$ cat src/hdl/assert_macros.svh
// Assertion helpers shared by the RTL. Simulation builds get checking
// assertions; synthesis builds get empty bodies.
`ifndef ASSERT_MACROS_SVH
`define ASSERT_MACROS_SVH
`ifndef SYNTHESIS
`define SVPD_ASSERT_IMPL(lbl, clk, rst_n, ante, cons) \
    lbl: assert property (@(posedge clk) disable iff (!rst_n) (ante) |-> (cons)) \
        else $error("implication check failed");
`define SVPD_ASSERT_NEVER(lbl, clk, rst_n, expr) \
    lbl: assert property (@(posedge clk) disable iff (!rst_n) !(expr)) \
        else $error("forbidden condition seen");
`else
`define SVPD_ASSERT_IMPL(lbl, clk, rst_n, ante, cons)
`define SVPD_ASSERT_NEVER(lbl, clk, rst_n, expr)
`endif
`endif

$ cat src/hdl/svpd_pkg.sv
package svpd_pkg;

    localparam int DEF_NUM_CHANNELS  = 2;
    localparam int DEF_COUNTER_WIDTH = 16;
    localparam int MAX_CHANNELS      = 2;
    localparam int CFG_DATA_W        = 16;
    localparam int CFG_IDX_W         = 3;
    localparam int ANGLE_W           = 8;
    localparam int PULSE_W           = 8;
    localparam int ANGLE_MAX         = 180;
    localparam int QUEUE_DEPTH       = 8;

    // Configuration register indexes.
    localparam logic [CFG_IDX_W-1:0] CFG_PERIOD_TOP  = CFG_IDX_W'(0);
    localparam logic [CFG_IDX_W-1:0] CFG_PULSES      = CFG_IDX_W'(1);
    localparam logic [CFG_IDX_W-1:0] CFG_MIN_WIDTH_A = CFG_IDX_W'(2);
    localparam logic [CFG_IDX_W-1:0] CFG_MAX_WIDTH_A = CFG_IDX_W'(3);
    localparam logic [CFG_IDX_W-1:0] CFG_MIN_WIDTH_B = CFG_IDX_W'(4);
    localparam logic [CFG_IDX_W-1:0] CFG_MAX_WIDTH_B = CFG_IDX_W'(5);

    localparam logic [CFG_DATA_W-1:0] RST_PERIOD_TOP = CFG_DATA_W'(20000);
    localparam logic [PULSE_W-1:0]    RST_PULSES     = PULSE_W'(50);
    localparam logic [CFG_DATA_W-1:0] RST_MIN_WIDTH  = CFG_DATA_W'(1000);
    localparam logic [CFG_DATA_W-1:0] RST_MAX_WIDTH  = CFG_DATA_W'(2500);

    // Beat kinds.
    localparam logic KIND_TICK = 1'b0;
    localparam logic KIND_CMD  = 1'b1;

    // Division by the full-scale angle is done as a multiply by a scaled
    // reciprocal followed by a one-step correction.
    localparam int PROD_W      = ANGLE_W + CFG_DATA_W;
    localparam int RECIP_SHIFT = PROD_W + 8;
    localparam longint unsigned RECIP = (64'd1 << RECIP_SHIFT) / ANGLE_MAX;
    localparam int RECIP_W     = RECIP_SHIFT - 7;

    typedef struct packed {
        logic [CFG_DATA_W-1:0]                   period_top;
        logic [PULSE_W-1:0]                      pulses;
        logic [MAX_CHANNELS-1:0][CFG_DATA_W-1:0] min_w;
        logic [MAX_CHANNELS-1:0][CFG_DATA_W-1:0] max_w;
    } t_cfg;

    typedef struct packed {
        logic                  kind;
        logic                  channel;
        logic [CFG_DATA_W-1:0] cmp;
    } t_entry;

    typedef struct packed {
        logic not_empty;
        logic full;
    } t_qstat;

endpackage

$ cat src/hdl/svpd_queue.sv
module svpd_queue #(
    parameter int DEPTH = svpd_pkg::QUEUE_DEPTH
) (
    input  logic             i_clk,
    input  logic             i_rst_n,
    input  logic             i_push,
    input  svpd_pkg::t_entry i_entry,
    input  logic             i_pop,
    output svpd_pkg::t_entry o_entry,
    output svpd_pkg::t_qstat o_stat
);
    import svpd_pkg::*;

    localparam int PTR_W = (DEPTH > 1) ? $clog2(DEPTH) : 1;
    localparam int CNT_W = $clog2(DEPTH + 1);

    t_entry             r_mem [DEPTH];
    logic [PTR_W-1:0]   r_wr, r_rd;
    logic [CNT_W-1:0]   r_count;

    function automatic logic [PTR_W-1:0] next_ptr(input logic [PTR_W-1:0] p);
        return (p == PTR_W'(DEPTH - 1)) ? '0 : p + PTR_W'(1);
    endfunction

    always_ff @(posedge i_clk) begin
        if (!i_rst_n) begin
            r_wr    <= '0;
            r_rd    <= '0;
            r_count <= '0;
        end else begin
            if (i_push) r_wr <= next_ptr(r_wr);
            if (i_pop)  r_rd <= next_ptr(r_rd);
            r_count <= r_count + CNT_W'(i_push) - CNT_W'(i_pop);
        end
    end

    always_ff @(posedge i_clk) begin
        if (i_push) r_mem[r_wr] <= i_entry;
    end

    assign o_entry          = r_mem[r_rd];
    assign o_stat.not_empty = (r_count != '0);
    assign o_stat.full      = (r_count == CNT_W'(DEPTH));

endmodule

$ cat config.mk
export PLATFORM = sky130hd
export DESIGN_NAME = svpd_queue
export DESIGN_NICKNAME = d
export VERILOG_FILES = /design/src/hdl/assert_macros.svh /design/src/hdl/svpd_pkg.sv /design/src/hdl/svpd_queue.sv
export SDC_FILE = /design/constraint.sdc
export NUM_CORES = 1
export LEC_CHECK = 0
export ABC_AREA = 0
export BUFFER_PORTS_ARGS = -buffer_cell sky130_fd_sc_hd__buf_4
export CELL_PAD_IN_SITES_DETAIL_PLACEMENT = 0
export CELL_PAD_IN_SITES_GLOBAL_PLACEMENT = 1
export CORE_MARGIN = 3
export CORE_UTILIZATION = 48
export DETAILED_ROUTE_END_ITERATION = 10
export PLACE_DENSITY = 0.81
export REMOVE_ABC_BUFFERS = 1
export SLEW_MARGIN = 30
export SYNTH_ARGS = -nofsm -noshare
export SYNTH_HDL_FRONTEND = slang
export SYNTH_SLANG_ARGS = --single-unit
$ cat constraint.sdc
create_clock -name i_clk -period 2 [get_ports i_clk]
set_input_delay 0.1 -clock i_clk [delete_from_list [all_inputs] [get_ports i_clk]]
set_output_delay 0.1 -clock i_clk [all_outputs]
set_load 0.02 [all_outputs]
==> summary.txt <==
Run status
  – Status: finished with violations
  – Failing checks: negative setup slack

Synth
  – Yosys warns: 0
  – Ranking of synthesized cells by area: edfxtp_1, mux4_1, dfxtp_1
  – Seq cells post-synth: 157
  – Number of synthesized flops with an enable pin: 144
  – Mapped Area: 6220 sq um
  – Commonest register cell after synthesis: edfxtp_1
  – Most common cell in the synthesized netlist: edfxtp_1
  – Synth top area share: 69.6%
  – Async SR Flop Fraction: 0%
  – Sequential area share after synthesis: 73.7%
  – Yosys top cell by area: edfxtp_1
  – Yosys cell types: 26
  – Cell count after synthesis: 281
  – Syn Area/Cell: 22.1 sq um
  – Post-synth top cells: edfxtp_1, mux4_1, mux2_2

Route
  – Via/cell ratio: 5.29
  – DRT iter0 DRCs: 236
  – Drt first pass iters: 4
  – Post-route ant nets: 0
  – WL/cell: 20.5 um
  – Vias post-DR: 2942
  – Final wirelength: 11400 um
  – DRC: 0

STA
  – Tcrit/Tclk final: 105%
  – Hold_ws: 18.1 ps
  – Unrepaired setup endpoints after global routing: yes
  – Post-route setup slack: -95.4 ps
  – Fin Setup TNS: -1080 ps
  – Setup violators final: 18
  – Minimum clock period: 2100 ps
  – Fin. Hold Viols: 0
  – Fmax: 0.477 GHz
  – Max-slew violation count: 0
  – Clock Skews: 6.13 ps
  – Worst slew pin tran: 440 ps
  – Relative slew margins: 70.6%

Floorplan
  – Core ar.: 12300 sq um
  – Initial Util: 50.5%
  – Rows: 40
  – DIE HEIGHT: 120 um
  – Die X-Extent: 120 um
  – I/O pin cnt: 42
  – Die area: 14400 sq um

Clocking
  – CTS tree: yes
  – Skew-Pair Late Insertion Delay: 420 ps
  – H-tree depth: 4
  – Root Buffer: clkbuf_16
  – Max Buffers Root-to-Sink: 2
  – Clk sinks: 157
  – CTS Buf Count: 17
  – Worst-path clk slew: 60 ps

Placed design
  – GPL Wtd Cong: 0.678
  – HPWL Detailed: 6480 um
  – Input/output buffers: 41

Power
  – P_leak: 2.68 nW
  – Power consumption: 7.79 mW
  – Power density cells: 1010 nW/um^2
  – VDD IR-drop max: 639 uV

Setup path
  – CP cell instances: buf_12 > buf_8 > mux4_2 > mux2_2 > buf_6
  – Largest delay share family, worst path: multiplexers
  – Crit end category: output pin
  – Crit path DAT: 2000 ps
  – CP Launch Type: register
  – Worst Path Buf+Inv: 3
  – Worst-path fanout max: 5
  – Slowest cell on crit path: mux4_2
  – CP peak stage delay: 500 ps
  – Worst EP required: 1900 ps
  – Setup CP Type: register to output pin

Min path
  – Hold Path Class: primary input to register

Global routing
  – Global-route wire length before repair: 18000 um
  – Vias in the first global route: 3157
  – GR Overflow Total: 0
  – Antenna violations before repair: 0
  – All-layer global routing usage: 17.3%
  – Pin count of the biggest net entering global routing: 37

Run
  – Max-cap violation count: 0

Final layout
  – Final nets: 410
  – Area growth syn-to-layout: 24.0%
  – Ratio of cells with drive above 1 in the final layout: 38.7%
  – # diodes: 0
[tightest hold or removal path, delay by kind of cell]
family	cells	cell delay, ps
buffers and inverters	1	120
AND/OR/NAND/NOR	1	90
multiplexers	1	80
[power by group]
group          total (mW)  switching [mW]  internal (mW)  leakage [nW]
logic               0.859           0.393          0.465         0.978
clock network        3.20            1.14           2.05         0.288
registers            3.73          0.0484           3.68          1.42
total                7.79            1.58           6.20          2.68
[cell type report]
type / instances / area [sq um]
repair buffers: 88 / 843
fillers: 872 / 4600
flip-flops and latches: 157 / 4590
well taps: 168 / 210
clock buffers: 20 / 437
multi-input cells: 105 / 1450
inverters: 8 / 30.0
clock inverters: 10 / 148
[through the flow]
step | std cells | util (%) | area (sq um) | worst slack (ps)
finish | 556 | 62.6 | 7710 | -95.4
global route | 556 | 62.6 | 7710 | -147
CTS | 558 | 62.7 | 7710 | -163
detailed placement | 501 | 55.7 | 6860 | 222
global placement | 501 | 55.7 | 6860 | 258
floorplan | 270 | - | 6140 | -297
[registers in the layout, summed over array words and instances, names as in the netlist, named ones only]
signal	cells
r_count	4
r_rd	3
r_wr	3
r_mem	144
[metal layers]
| layer | global-route usage, % | share of wire (%) | vias to the layer above |
|---|---|---|---|
| met5 | 0 | 0 | - |
| met4 | 7.09 | 0.89 | 0 |
| met3 | 4.52 | 4.6 | 9 |
| met2 | 26.8 | 50 | 88 |
| met1 | 23.5 | 44 | 1515 |
| li1 | - | - | 1330 |
[logic make-up (layout without fill, tap and decap cells)]
family | count (synthesis) | count (layout) | share of synthesized area (%)
flip-flops | 157 | 157 | 73.7
multiplexers | 58 | 58 | 19.1
AND/OR/NAND/NOR | 30 | 30 | 2.48
buffers and inverters | 19 | 126 | 1.69
adder cells (fa/ha/maj) | 11 | 11 | 2.33
AO/OA/AOI/OAI | 5 | 5 | 0.503
XOR/XNOR | 1 | 1 | 0.141
[placed cells by master, fill, tap and decap left out, types with 2 or more instances in the layout]
cell type,Yosys,layout
bufinv_16,0,4
dfxtp_1,13,12
mux2_2,18,6
nor3_2,0,2
mux2i_1,4,4
buf_12,0,4
clkinv_1,0,2
clkbuf_1,2,3
nor2_1,7,7
buf_6,4,16
nand2b_1,4,4
and2_1,5,5
nor2b_1,5,5
clkinv_2,0,4
mux4_2,0,35
dlygate4sd3_1,0,19
edfxtp_1,144,144
ha_1,10,10
clkbuf_16,0,18
nand2_1,6,6
inv_1,8,8
mux2_4,0,12
buf_4,0,47
[path summary, 6_finish.rpt]
check | start | endpoint | slack [ps] | depth (start not counted)
worst max-delay path | register | o_entry[4] | -100 | 5
worst min-delay path | i_push | r_wr[2]$_SDFFE_PN0P_ | 20 | 3
worst min register to register | r_rd[1]$_SDFFE_PN0P_ | register | 550 | 2
worst max register to register | r_count[0]$_SDFF_PN0_ | r_count[2]$_SDFF_PN0_ | 360 | 8
[timing repair]
item / in CTS / in global routing
gates cloned: 2 / 1
hold buffers: 19 / 0
gates resized for setup: 44 / 32
setup buffers: 6 / 1
hold endpoints to repair: 153 / 0
pin swaps: 0 / 0
endpoints found under the setup margin: 18 / 18
Power figures use the tool's default switching activity.
