<file path="src/hdl/assert_macros.svh">
// Assertion helpers shared by the RTL. Simulation builds get checking
// assertions; synthesis builds get empty bodies.
`ifndef ASSERT_MACROS_SVH
`define ASSERT_MACROS_SVH
`ifndef SYNTHESIS
`define SVPD_ASSERT_IMPL(lbl, clk, rst_n, ante, cons) \
    lbl: assert property (@(posedge clk) disable iff (!rst_n) (ante) |-> (cons)) \
        else $error("implication check failed");
`define SVPD_ASSERT_NEVER(lbl, clk, rst_n, expr) \
    lbl: assert property (@(posedge clk) disable iff (!rst_n) !(expr)) \
        else $error("forbidden condition seen");
`else
`define SVPD_ASSERT_IMPL(lbl, clk, rst_n, ante, cons)
`define SVPD_ASSERT_NEVER(lbl, clk, rst_n, expr)
`endif
`endif

</file>
<file path="src/hdl/svpd_pkg.sv">
package svpd_pkg;

    localparam int DEF_NUM_CHANNELS  = 2;
    localparam int DEF_COUNTER_WIDTH = 16;
    localparam int MAX_CHANNELS      = 2;
    localparam int CFG_DATA_W        = 16;
    localparam int CFG_IDX_W         = 3;
    localparam int ANGLE_W           = 8;
    localparam int PULSE_W           = 8;
    localparam int ANGLE_MAX         = 180;
    localparam int QUEUE_DEPTH       = 8;

    // Configuration register indexes.
    localparam logic [CFG_IDX_W-1:0] CFG_PERIOD_TOP  = CFG_IDX_W'(0);
    localparam logic [CFG_IDX_W-1:0] CFG_PULSES      = CFG_IDX_W'(1);
    localparam logic [CFG_IDX_W-1:0] CFG_MIN_WIDTH_A = CFG_IDX_W'(2);
    localparam logic [CFG_IDX_W-1:0] CFG_MAX_WIDTH_A = CFG_IDX_W'(3);
    localparam logic [CFG_IDX_W-1:0] CFG_MIN_WIDTH_B = CFG_IDX_W'(4);
    localparam logic [CFG_IDX_W-1:0] CFG_MAX_WIDTH_B = CFG_IDX_W'(5);

    localparam logic [CFG_DATA_W-1:0] RST_PERIOD_TOP = CFG_DATA_W'(20000);
    localparam logic [PULSE_W-1:0]    RST_PULSES     = PULSE_W'(50);
    localparam logic [CFG_DATA_W-1:0] RST_MIN_WIDTH  = CFG_DATA_W'(1000);
    localparam logic [CFG_DATA_W-1:0] RST_MAX_WIDTH  = CFG_DATA_W'(2500);

    // Beat kinds.
    localparam logic KIND_TICK = 1'b0;
    localparam logic KIND_CMD  = 1'b1;

    // Division by the full-scale angle is done as a multiply by a scaled
    // reciprocal followed by a one-step correction.
    localparam int PROD_W      = ANGLE_W + CFG_DATA_W;
    localparam int RECIP_SHIFT = PROD_W + 8;
    localparam longint unsigned RECIP = (64'd1 << RECIP_SHIFT) / ANGLE_MAX;
    localparam int RECIP_W     = RECIP_SHIFT - 7;

    typedef struct packed {
        logic [CFG_DATA_W-1:0]                   period_top;
        logic [PULSE_W-1:0]                      pulses;
        logic [MAX_CHANNELS-1:0][CFG_DATA_W-1:0] min_w;
        logic [MAX_CHANNELS-1:0][CFG_DATA_W-1:0] max_w;
    } t_cfg;

    typedef struct packed {
        logic                  kind;
        logic                  channel;
        logic [CFG_DATA_W-1:0] cmp;
    } t_entry;

    typedef struct packed {
        logic not_empty;
        logic full;
    } t_qstat;

endpackage

</file>
<file path="src/hdl/svpd_if.sv">


interface svpd_res_if;
    logic valid;
    logic ready;
    logic pwm_a;
    logic pwm_b;
    logic running_a;
    logic running_b;
    modport source (output valid, pwm_a, pwm_b, running_a, running_b, input ready);
    modport sink   (input valid, pwm_a, pwm_b, running_a, running_b, output ready);
endinterface


</file>
<file path="src/hdl/svpd_back.sv">
module svpd_back #(
    parameter int NUM_CHANNELS  = svpd_pkg::DEF_NUM_CHANNELS,
    parameter int COUNTER_WIDTH = svpd_pkg::DEF_COUNTER_WIDTH
) (
    input  logic             i_clk,
    input  logic             i_rst_n,
    input  svpd_pkg::t_qstat i_stat,
    input  svpd_pkg::t_entry i_entry,
    input  svpd_pkg::t_cfg   i_cfg,
    output logic             o_pop,
    svpd_res_if.source       o_res
);
    import svpd_pkg::*;

    logic [COUNTER_WIDTH-1:0]                   r_counter, n_counter;
    logic [NUM_CHANNELS-1:0][COUNTER_WIDTH-1:0] r_pend, n_pend, r_act, n_act;
    logic [NUM_CHANNELS-1:0][PULSE_W-1:0]       r_cnt, n_cnt;
    logic [NUM_CHANNELS-1:0]                    r_en, n_en, r_lvl, n_lvl;
    logic [MAX_CHANNELS-1:0]                    w_lvl_pad, w_en_pad;
    logic                                       r_out_valid;
    logic [MAX_CHANNELS-1:0]                    r_out_pwm, r_out_run;

    assign o_pop = i_stat.not_empty && (!r_out_valid || o_res.ready);

    always_comb begin
        n_counter = r_counter;
        n_pend    = r_pend;
        n_act     = r_act;
        n_cnt     = r_cnt;
        n_en      = r_en;
        n_lvl     = r_lvl;
        if (i_entry.kind == KIND_TICK) begin
            n_counter = (r_counter >= i_cfg.period_top[COUNTER_WIDTH-1:0])
                      ? '0 : r_counter + COUNTER_WIDTH'(1);
        end
        for (int c = 0; c < NUM_CHANNELS; c++) begin
            if (i_entry.kind == KIND_TICK) begin
                if (r_counter == '0) begin
                    n_act[c] = r_pend[c];
                    if (r_en[c]) n_lvl[c] = 1'b1;
                end
                if (r_en[c] && (r_counter == n_act[c])) begin
                    n_lvl[c] = 1'b0;
                    n_cnt[c] = r_cnt[c] + PULSE_W'(1);
                    if (n_cnt[c] >= i_cfg.pulses) begin
                        n_en[c]  = 1'b0;
                        n_cnt[c] = '0;
                    end
                end
                if (!n_en[c]) n_lvl[c] = 1'b0;
            end else if (i_entry.channel == 1'(c)) begin
                n_pend[c] = i_entry.cmp[COUNTER_WIDTH-1:0];
                n_en[c]   = 1'b1;
            end
        end
        w_lvl_pad                   = '0;
        w_en_pad                    = '0;
        w_lvl_pad[NUM_CHANNELS-1:0] = n_lvl;
        w_en_pad[NUM_CHANNELS-1:0]  = n_en;
    end

    always_ff @(posedge i_clk) begin
        if (!i_rst_n) begin
            r_counter   <= '0;
            r_pend      <= '0;
            r_act       <= '0;
            r_cnt       <= '0;
            r_en        <= '0;
            r_lvl       <= '0;
            r_out_valid <= 1'b0;
        end else begin
            if (o_pop) begin
                r_counter <= n_counter;
                r_pend    <= n_pend;
                r_act     <= n_act;
                r_cnt     <= n_cnt;
                r_en      <= n_en;
                r_lvl     <= n_lvl;
            end
            if (o_pop)            r_out_valid <= 1'b1;
            else if (o_res.ready) r_out_valid <= 1'b0;
        end
    end

    always_ff @(posedge i_clk) begin
        if (o_pop) begin
            r_out_pwm <= w_lvl_pad;
            r_out_run <= w_en_pad;
        end
    end

    assign o_res.valid     = r_out_valid;
    assign o_res.pwm_a     = r_out_pwm[0];
    assign o_res.pwm_b     = r_out_pwm[1];
    assign o_res.running_a = r_out_run[0];
    assign o_res.running_b = r_out_run[1];

endmodule

</file>
<file path="src/flat_wrapper.sv">
// flat-port wrapper written by rule: the top's interface ports become plain ports
module svpd_back_flat import svpd_pkg::*;
#(
    parameter int NUM_CHANNELS  = svpd_pkg::DEF_NUM_CHANNELS,
    parameter int COUNTER_WIDTH = svpd_pkg::DEF_COUNTER_WIDTH
)
  (i_clk, i_rst_n, i_stat, i_entry, i_cfg, o_pop, o_res_valid, o_res_pwm_a, o_res_pwm_b, o_res_running_a, o_res_running_b, o_res_ready);
  svpd_res_if o_res_i ();
  input  logic i_clk;
  input  logic i_rst_n;
  input  svpd_pkg::t_qstat i_stat;
  input  svpd_pkg::t_entry i_entry;
  input  svpd_pkg::t_cfg i_cfg;
  output logic o_pop;
  output wire logic [$bits(o_res_i.valid)-1:0] o_res_valid;
  output wire logic [$bits(o_res_i.pwm_a)-1:0] o_res_pwm_a;
  output wire logic [$bits(o_res_i.pwm_b)-1:0] o_res_pwm_b;
  output wire logic [$bits(o_res_i.running_a)-1:0] o_res_running_a;
  output wire logic [$bits(o_res_i.running_b)-1:0] o_res_running_b;
  input wire logic [$bits(o_res_i.ready)-1:0] o_res_ready;
  assign o_res_valid = o_res_i.valid;
  assign o_res_pwm_a = o_res_i.pwm_a;
  assign o_res_pwm_b = o_res_i.pwm_b;
  assign o_res_running_a = o_res_i.running_a;
  assign o_res_running_b = o_res_i.running_b;
  assign o_res_i.ready = o_res_ready;
  svpd_back #(.NUM_CHANNELS(NUM_CHANNELS), .COUNTER_WIDTH(COUNTER_WIDTH)) u_core (.i_clk(i_clk), .i_rst_n(i_rst_n), .i_stat(i_stat), .i_entry(i_entry), .i_cfg(i_cfg), .o_pop(o_pop), .o_res(o_res_i));
endmodule
</file>
<file path="config.mk">
export PLATFORM = sky130hd
export DESIGN_NAME = svpd_back_flat
export DESIGN_NICKNAME = d
export VERILOG_FILES = /design/src/hdl/assert_macros.svh /design/src/hdl/svpd_pkg.sv /design/src/hdl/svpd_if.sv /design/src/hdl/svpd_back.sv /design/src/flat_wrapper.sv
export SDC_FILE = /design/constraint.sdc
export NUM_CORES = 1
export LEC_CHECK = 0
export BUFFER_PORTS_ARGS = -buffer_cell sky130_fd_sc_hd__buf_4
export CORE_MARGIN = 2
export CORE_UTILIZATION = 51
export DETAILED_ROUTE_END_ITERATION = 8
export GPL_ROUTABILITY_DRIVEN = 0
export HOLD_SLACK_MARGIN = 0.03
export PLACE_DENSITY = 0.78
export SLEW_MARGIN = 20
export SYNTH_ARGS = -nofsm -noshare
export SYNTH_HDL_FRONTEND = slang
export SYNTH_SLANG_ARGS = --single-unit
</file>
<file path="constraint.sdc">
create_clock -name i_clk -period 2.7 [get_ports i_clk]
set_clock_uncertainty 0.1 [all_clocks]
set_input_delay 0.54 -clock i_clk [delete_from_list [all_inputs] [get_ports i_clk]]
set_output_delay 0.54 -clock i_clk [all_outputs]
set_load 0.01 [all_outputs]
</file>
==> metrics.txt, run 1 <==
layout cells sized above 1=24.3%; unrepaired setup endpoints after global routing=yes; Max FO, Critical Path=3; crit end category=flop; vias post-DR=5826; 1st-iter DRT viols=525; clk root buf=clkbuf_16; Initial Util=52.4%; CTS Buffer Depth=2; required time of the critical path=2890 ps; Final HPWL DP=12300 um; Seq pwr share=48.5%; P&R area growth vs syn=25.5%; GRT overflow=0; Sink Count=105; Fillers=870; Post-synth EDFFs=4; Yosys warnings=0; Final Power=3.33 mW; IO Port Bufs=51; Max stage delay cell, worst path=or4_4; library cells used by synthesis=62; Global Route Usage Sum=26.3%; clock share of power=38.9%; nets=962; CP Class=reg -> reg; Startpoint Class=flop; Max Slew Vio Count=0; CP Cell Sequence=and3_4 -> and3_4 -> xor2_4 -> ha_4 -> a2111oi_4 -> nand2b_1 -> o21a_1 -> or4_4 -> a21boi_2; Slew HR=28.2%; CP arrival=3050 ps; CTS tree=yes; Int Pwr=2.45 mW; final hold slack=344 ps; dominant synthesized flop cell=dfxtp_1; Comb pwr share=12.6%; delay-heaviest family, CP=simple AND/OR/NAND/NOR gates; run status=complete, but fails checks; Net Sw Power=888 uW; final setup vio count=5; # IOs=117; drt first pass iters=6; pin count of the biggest net entering global routing=41; Post-route DRC=0; vias per cell=6.05; Async SR Flop Fraction=0%; DIE AREA=0.0127 mm^2; pwr dens=442 mW/mm^2; sequential share of the synthesized area=35.7%; #FFs+latches synth=105; Routed Antenna Nets=0; CP bufs+invs=0; delay of the slowest critical-path stage=510 ps; VDD IR-drop max=295 uV; clk slew on worst S/H paths=70 ps; final hold violations=0; antenna violations before repair=0; first-pass GRT wire length=26600 um; Reg area=0.00215 mm^2; row count=39; Core Region=0.0115 mm^2; Most common cell on crit path=and3_4; vias in the first global route=5452; wire length after detailed routing=17600 um; Hold Crit Class=in -> reg; failing checks=negative setup slack; Slew @ Worst Pin=1070 ps; syn_area_per_cell=8.35 um^2; Placement Setup Slack=-228 ps; H-Tree Depth=3; Maximum Capacitance Violations=0; DIE HEIGHT=113 um; P_leak=3.08 nW; fmax=0.350 GHz; Multi-input gate area=0.00385 mm^2; cell count after synthesis=719; Skew-Pair Late Insertion Delay=360 ps; antenna cells=0; WL/cell=18.3 um; min cycle time layout=2860 ps; fin crit share=106%; sw frac=26.6%; Netlist Area Pre-Place=0.00600 mm^2; DIE WIDTH=113 um; total CTS buffers=9; setup ws final=-160 ps; syn nets=866
-- layout by cell type, fill, tap and decap left out, types with 5 or more instances in the layout --
cell       synthesis  layout
nand2_1          147     147
buf_4              1     111
dfxtp_1          101      91
a21boi_0          68      66
inv_1             46      46
nor2_1            32      30
ha_1              36      30
nand2b_1          18      18
xnor2_1           21      17
nor2b_1           15      15
o21ai_0           17      13
nand4_1           13      13
dfxtp_2            0      10
a21oi_1           10       9
xor2_1            12       9
clkbuf_16          0       9
o22ai_1            8       8
nand3_1            9       7
o21ai_1            6       7
o2111ai_1          6       6
a22oi_1            8       6
and2_1             7       6
and3_1             9       5
a21boi_1           4       5
-- cells by family (layout without fill, tap and decap cells) --
group	after synthesis	in the layout	share of synthesized area [%]
compound gates	170	170	21.1
fa+ha+maj	36	36	7.50
mux	3	3	0.500
flops	105	105	35.7
xor+xnor	33	33	4.81
simple gates	293	294	25.1
buf+inv	79	179	5.27
-- cell type report --
type / count / area share (%)
multi-input combinational: 536 / 51.1
sequential: 105 / 28.6
timing repair buffer: 115 / 11.8
clock buffer: 10 / 3.17
inverter: 48 / 2.39
tap: 143 / 2.37
clock inverter: 6 / 0.631
-- flip-flops by register name, summed over array words and instances (netlist names) --
register / count
u_core.r_lvl: 2
u_core.r_pend: 32
u_core.r_cnt: 16
u_core.r_en: 2
u_core.r_out_run: 2
u_core.r_out_pwm: 2
u_core.r_act: 32
u_core.r_counter: 16
u_core.o_res.valid: 1
-- through the flow --
step                setup TNS [ps]  std cells  utilization (%)  area [um^2]
finish                        -322        963             65.7         7530
global route                 -2560        963             65.7         7530
CTS                              0        954             63.1         7240
detailed placement           -1750        935             59.7         6850
global placement              -579        935             59.7         6850
floorplan                    -8.35        719                -         6010
-- synth_stat cells, types with 4 or more instances --
library cell,n,share of area (%)
nand2_1,147,9.2
dfxtp_1,101,34
a21boi_0,68,8.5
inv_1,46,2.9
ha_1,36,7.5
nor2_1,32,2.0
clkbuf_1,27,1.7
xnor2_1,21,3.1
nand2b_1,18,1.9
o21ai_0,17,1.4
nor2b_1,15,1.6
nand4_1,13,1.4
xor2_1,12,1.8
a21oi_1,10,0.83
and3_1,9,0.94
nand3_1,9,0.75
a22oi_1,8,1.0
o22ai_1,8,0.83
and2_1,7,0.73
o2111ai_1,6,0.88
o21ai_1,6,0.50
nor3_1,5,0.42
a21boi_1,4,0.50
a21o_1,4,0.50
a32o_1,4,0.67
and4_1,4,0.58
edfxtp_1,4,2.0
nand4b_1,4,0.58
nor4_1,4,0.42
nor4_4,4,1.4
o221a_2,4,0.75
o22a_1,4,0.58
or2b_1,4,0.50
-- power by group through the flow --
stage / logic (mW) / clock network (mW) / registers (mW)
after global routing: 0.451 / 1.37 / 1.62
after detailed placement: 0.383 / 0 / 1.65
after floorplan: 0.230 / 0 / 1.65
final: 0.419 / 1.30 / 1.62
after CTS: 0.388 / 1.30 / 1.61
after global placement: 0.371 / 0 / 1.65
-- worst min-delay path, stage by stage --
cell,delay [ps]
buf_4,110
nand2_1,40
a21boi_0,60
-- worst paths after layout --
path | depth (start not counted) | to | start | slack, ps
setup / recovery | 9 | u_core.r_cnt[12]$_SDFFE_PN0P_ | u_core.r_cnt[8]$_SDFFE_PN0P_ | -160
hold / removal | 3 | u_core.r_pend[4]$_SDFFE_PN0P_ | i_entry[4] | 340
setup reg to reg | 9 | u_core.r_cnt[12]$_SDFFE_PN0P_ | u_core.r_cnt[8]$_SDFFE_PN0P_ | -160
hold reg to reg | 2 | u_core.r_act[0]$_SDFFE_PN0P_ | u_core.r_act[0]$_SDFFE_PN0P_ | 380
-- per-layer routing --
metal | global-route usage, % | part of all wire [%] | vias up
met2 | 41.0 | 45 | 319
met5 | 0 | 0 | -
met3 | 4.91 | 10 | 75
met1 | 35.0 | 40 | 2733
met4 | 12.9 | 4.8 | 0
li1 | - | - | 2699
-- repair_timing --
item	in CTS	in global routing
setup endpoints to repair	19	37
gates resized for setup	19	52
cloned	0	1
pin swaps	6	15
buffers inserted	3	8
hold buffers	0	0
Note: power is estimated with default switching activity, not from simulation.
==> inputs of run 2 (changes only) <==
Settings changed: PLACE_DENSITY 0.78 to unset, PLACE_DENSITY_LB_ADDON set to 0.25.
==> metrics.txt, run 2 (synthesis results as in run 1) <==
CTS tree=yes; VDD IR-drop max=405 uV (+37%); pwr dens=443 mW/mm^2 (+0.21%); Max FO, Critical Path=5 (+2); vias in the first global route=5156 (-5.4%); Comb pwr share=12.4% (-0.2 points); CTS Buffer Depth=2 (unchanged); final hold slack=349 ps (+4.84 ps); drt first pass iters=5 (-1); CP Cell Sequence=and3_4 -> and3_4 -> nand3_2 -> xnor2_2 -> ha_2 -> o21ai_0 -> a22oi_1 -> and2_4 -> nand4_1 -> o22a_1; layout cells sized above 1=23.0% (-1.2 points); clk root buf=clkbuf_16; P&R area growth vs syn=23.7%; Sink Count=105 (unchanged); final hold violations=0 (unchanged); sw frac=25.9% (-0.72 points); fin crit share=98.6% (-7.3 points); min cycle time layout=2660 ps (-197 ps); vias per cell=5.83 (-3.7%); Initial Util=52.4% (unchanged); delay of the slowest critical-path stage=360 ps (-150 ps); Int Pwr=2.44 mW (-0.28%); Placement Setup Slack=-130 ps (+97.8 ps); reg2reg path depth=10 (+1); DIE HEIGHT=113 um (unchanged); Slew @ Worst Pin=686 ps (-384 ps); wire length after detailed routing=16200 um (-8.1%); required time of the critical path=2700 ps (-190 ps); Post-route DRC=0 (unchanged); Hold Path Stages=3 (unchanged); Inst Count DP=928 (-0.75%); DIE AREA=0.0127 mm^2 (unchanged); crit end category=flop; Fillers=896 (+3.0%); final setup vio count=0 (-5); clk slew on worst S/H paths=70 ps (about the same); setup ws final=36.6 ps (+197 ps); CP Class=reg -> reg; vias post-DR=5542 (-4.9%); Slew HR=54.3% (+26 points); DIE WIDTH=113 um (unchanged); P_leak=3.00 nW (-2.7%); Max Slew Vio Count=0 (unchanged); Startpoint Class=flop; Hold Crit Class=in -> reg; antenna cells=0 (unchanged); CTS Hold Bufs=0 (unchanged); Most common cell on crit path=and3_4; pin count of the biggest net entering global routing=59 (+44%); row count=39 (unchanged); register-to-register setup slack=40 ps (+200 ps); # IOs=117 (unchanged); Net Sw Power=853 uW (-3.9%); 1st-iter DRT viols=409 (-22%); Core Region=0.0115 mm^2 (unchanged); Max stage delay cell, worst path=dfxtp_2; nets=950 (-1.2%); Maximum Capacitance Violations=0 (unchanged); Skew-Pair Late Insertion Delay=360 ps (about the same); antenna violations before repair=0 (unchanged); biggest regs=u_core.r_act: 32 flops, u_core.r_pend: 32 flops; Seq pwr share=49.1% (+0.6 points); commonest non-fill, non-tap cell in the layout=nand2_1; clock share of power=38.6% (-0.3 points); H-Tree Depth=3 (unchanged); commonest cells after routing, fill and taps aside=nand2_1 (147), buf_4 (101), dfxtp_1 (91); Final HPWL DP=11800 um (-4.1%); Global Route Usage Sum=25.2% (-1.1 points); Routed Antenna Nets=0 (unchanged); total CTS buffers=9 (unchanged); GRT overflow=0 (unchanged); run status=finished clean; WL/cell=17.0 um (-6.9%); fmax=0.375 GHz (+7.4%); IO Port Bufs=51 (unchanged); unrepaired setup endpoints after global routing=yes; final non-filler cell total=951 (-1.2%); CP arrival=2660 ps (-390 ps); first-pass GRT wire length=25500 um (-4.2%)
[run 2: changes by cell type in the layout (fill, tap and decap cells not counted), sizes merged]
cell,delta
clkinvlp,-1
buf,-12
inv,-1
clkinv,+2
[run 2: metrics by stage]
stage               total power, mW  instance area, um^2  TNS (ps)  util, %
finish                         3.29                 7420         0     64.7
CTS                            3.28                 7170         0     62.5
detailed placement             2.03                 6810      -671     59.4
global placement               2.02                 6810      -253     59.4
floorplan                      1.88                 6010     -8.35        -
global route                   3.41                 7420      -332     64.7
[run 2: worst max-delay path, delay by kind of cell, from the launching register on]
family	cells	cell delay [ps]
simple gates	5	860
compound gates	3	600
flops	1	360
fa+ha+maj	1	310
xor+xnor	1	160
[run 2: final timing paths]
check                                     from                              to
hold / removal                      i_entry[7]  u_core.r_pend[23]$_SDFFE_PN0P_
setup reg to reg  u_core.r_cnt[1]$_SDFFE_PN0P_   u_core.r_out_run[0]$_DFFE_PP_
setup / recovery  u_core.r_cnt[1]$_SDFFE_PN0P_   u_core.r_out_run[0]$_DFFE_PP_
hold reg to reg   u_core.r_act[9]$_SDFFE_PN0P_    u_core.r_act[9]$_SDFFE_PN0P_
[run 2: cell type report]
class,count,area (um^2),share of cell area (%)
Tap cell,143,179,2.41
Timing Repair Buffer,103,798,10.8
Sequential cell,105,2160,29.1
Clock buffer,10,239,3.22
Multi-Input combinational cell,536,3820,51.5
Inverter,48,180,2.43
Clock inverter,6,47.5,0.640
[run 2: repair_timing]
item,4_1_cts,5_1_grt
gates cloned,0,1
setup buffers,1,5
endpoints found under the hold margin,0,0
setup endpoints to repair,10,20
resized for setup,14,53
pin swaps,3,13
[run 2: power by group through the flow]
stage | sequential [mW] | clock (mW) | combinational (mW)
global placement | 1.65 | 0 | 0.370
CTS | 1.62 | 1.28 | 0.385
floorplan | 1.65 | 0 | 0.230
finish | 1.61 | 1.27 | 0.407
detailed placement | 1.65 | 0 | 0.381
global route | 1.62 | 1.36 | 0.439
[run 2: per-layer routing]
metal  up-vias  part of all wire (%)  global-route usage, %
met5         -                     0                      0
met4         0                   2.3                   9.35
met3        37                   6.5                   4.37
met2       193                    46                   39.3
met1      2627                    46                   35.0
li1       2685                     -                      -
==> inputs of run 3 (changes only) <==
Settings changed: CORE_UTILIZATION 51 to 25, CTS_CLUSTER_SIZE set to 30.
==> metrics.txt, run 3 (synthesis results as in run 1) <==
P_leak=3.19 nW (+6.3%); Initial Util=25.5% (-27 points); Slew @ Worst Pin=549 ps (-137 ps); layout cells sized above 1=25.4% (+2.4 points); vias per cell=4.60 (-21%); required time of the critical path=2710 ps (about the same); Maximum Capacitance Violations=0 (unchanged); min cycle time layout=2660 ps (-3.08 ps); # IOs=117 (unchanged); met1 usage=20.2% (-15 points); wire length after detailed routing=18300 um (+13%); clk slew on worst S/H paths=80 ps (about the same); WL/cell=15.7 um (-7.5%); pin count of the biggest net entering global routing=94 (+59%); Inst Count DP=1137 (+23%); met3 Use GR=2.74% (-1.6 points); row count=56 (+44%); CP arrival=2670 ps (about the same); Post-route DRC=0 (unchanged); Sink Count=105 (unchanged); Routed Antenna Nets=0 (unchanged); Startpoint Class=flop; vias in the first global route=5164 (+0.16%); crit end category=flop; pwr dens=425 mW/mm^2 (-4.1%); IO Port Bufs=51 (unchanged); CTS tree=yes; final setup vio count=0 (unchanged); final hold violations=0 (unchanged); Core Region=0.0235 mm^2 (+110%); biggest regs=u_core.r_act: 32 flops, u_core.r_pend: 32 flops; commonest non-fill, non-tap cell in the layout=nand2_1; first-pass GRT wire length=28500 um (+12%); drt first pass iters=4 (-1); GR met2 Demand/Resource=21.8% (-18 points); GRT overflow=0 (unchanged); fin crit share=98.5% (-0.11 points); Final HPWL DP=13600 um (+15%); antenna cells=0 (unchanged); VDD IR-drop max=237 uV (-41%); fmax=0.376 GHz (+0.12%); Skew-Pair Late Insertion Delay=360 ps (about the same); DIE HEIGHT=159 um (+41%); Final Power=3.34 mW (+1.6%); clk root buf=clkbuf_16; Fillers=2518 (+180%); CP Class=reg -> reg; DIE WIDTH=159 um (+41%); grt peak-use layer=met2; commonest cells after routing, fill and taps aside=nand2_1 (147), buf_4 (131), dfxtp_1 (93); P&R area growth vs syn=31.0%; 1st-iter DRT viols=347 (-15%); Final TNS setup=0 ps (unchanged); Max FO, Critical Path=5 (unchanged); Global Route Usage Sum=14.3% (-11 points); Hold Crit Class=in -> reg; CTS Buffer Depth=2 (unchanged); Slew HR=63.1% (+8.9 points); run status=finished clean; final instance area=0.00787 mm^2 (+5.9%); Max Slew Vio Count=0 (unchanged); placed standard-cell area=0.00729 mm^2 (+7.1%); DIE AREA=0.0253 mm^2 (+100%); final non-filler cell total=1162 (+22%); post-layout util=33.4% (-31 points); antenna violations before repair=0 (unchanged); total CTS buffers=9 (unchanged); vias post-DR=5340 (-3.6%); H-Tree Depth=3 (unchanged); unrepaired setup endpoints after global routing=yes; nets=985 (+3.7%)
==> run 3: layer usage <==
layer  wire [um]  share of wire [%]
met5           0                  0
met4         358                2.0
met3         693                3.8
met1        9120                 50
met2        8130                 44
==> run 3: critical path, stage by stage, from the launching register on <==
cell and delay (ps):
dfxtp_2 330, inv_2 70, ha_4 130, nor4b_4 300
nand4_2 130, buf_6 160, buf_4 130, o211ai_1 250
buf_4 170, o211ai_1 140, or2_4 260, o22a_1 220
==> run 3: area by class of cell <==
cell class	instances	area, um^2	share of cell area, %
clock buffers	11	243	3.09
clock inverters	5	36.3	0.461
inverters	48	180	2.29
multi-input cells	536	3770	48.0
flip-flops and latches	105	2150	27.4
well taps	319	399	5.07
repair buffers	138	1080	13.8
==> run 3: repair_timing <==
action,in CTS,in global routing
setup endpoints to repair,12,21
hold buffers,0,0
resized for setup,17,44
buffers inserted,1,7
cloned,0,2
pin swaps,9,17
==> run 3: power by group <==
part	switching, mW	internal (mW)	leakage (nW)
clock	0.631	0.660	0.141
combinational	0.228	0.209	2.19
sequential	0.0261	1.59	0.860
==> run 3: path summary, 6_finish.rpt <==
kind / from / end / slack, ps / cells past startpoint
max: u_core.r_counter[0]$_SDFFE_PN0P_ / u_core.r_out_run[1]$_DFFE_PP_ / 40 / 11
min: i_entry[14] / u_core.r_pend[30]$_SDFFE_PN0P_ / 340 / 3
max reg2reg: u_core.r_counter[0]$_SDFFE_PN0P_ / u_core.r_out_run[1]$_DFFE_PP_ / 40 / 11
min reg2reg: u_core.r_cnt[9]$_SDFFE_PN0P_ / u_core.r_cnt[9]$_SDFFE_PN0P_ / 370 / 2
==> run 3: through the flow <==
step / hold slack [ps] / worst slack (ps)
floorplan: 347 / -8.35
detailed placement: 374 / -158
CTS: 337 / -53.2
global route: 345 / -83.4
finish: 342 / 39.6
global placement: 363 / -172
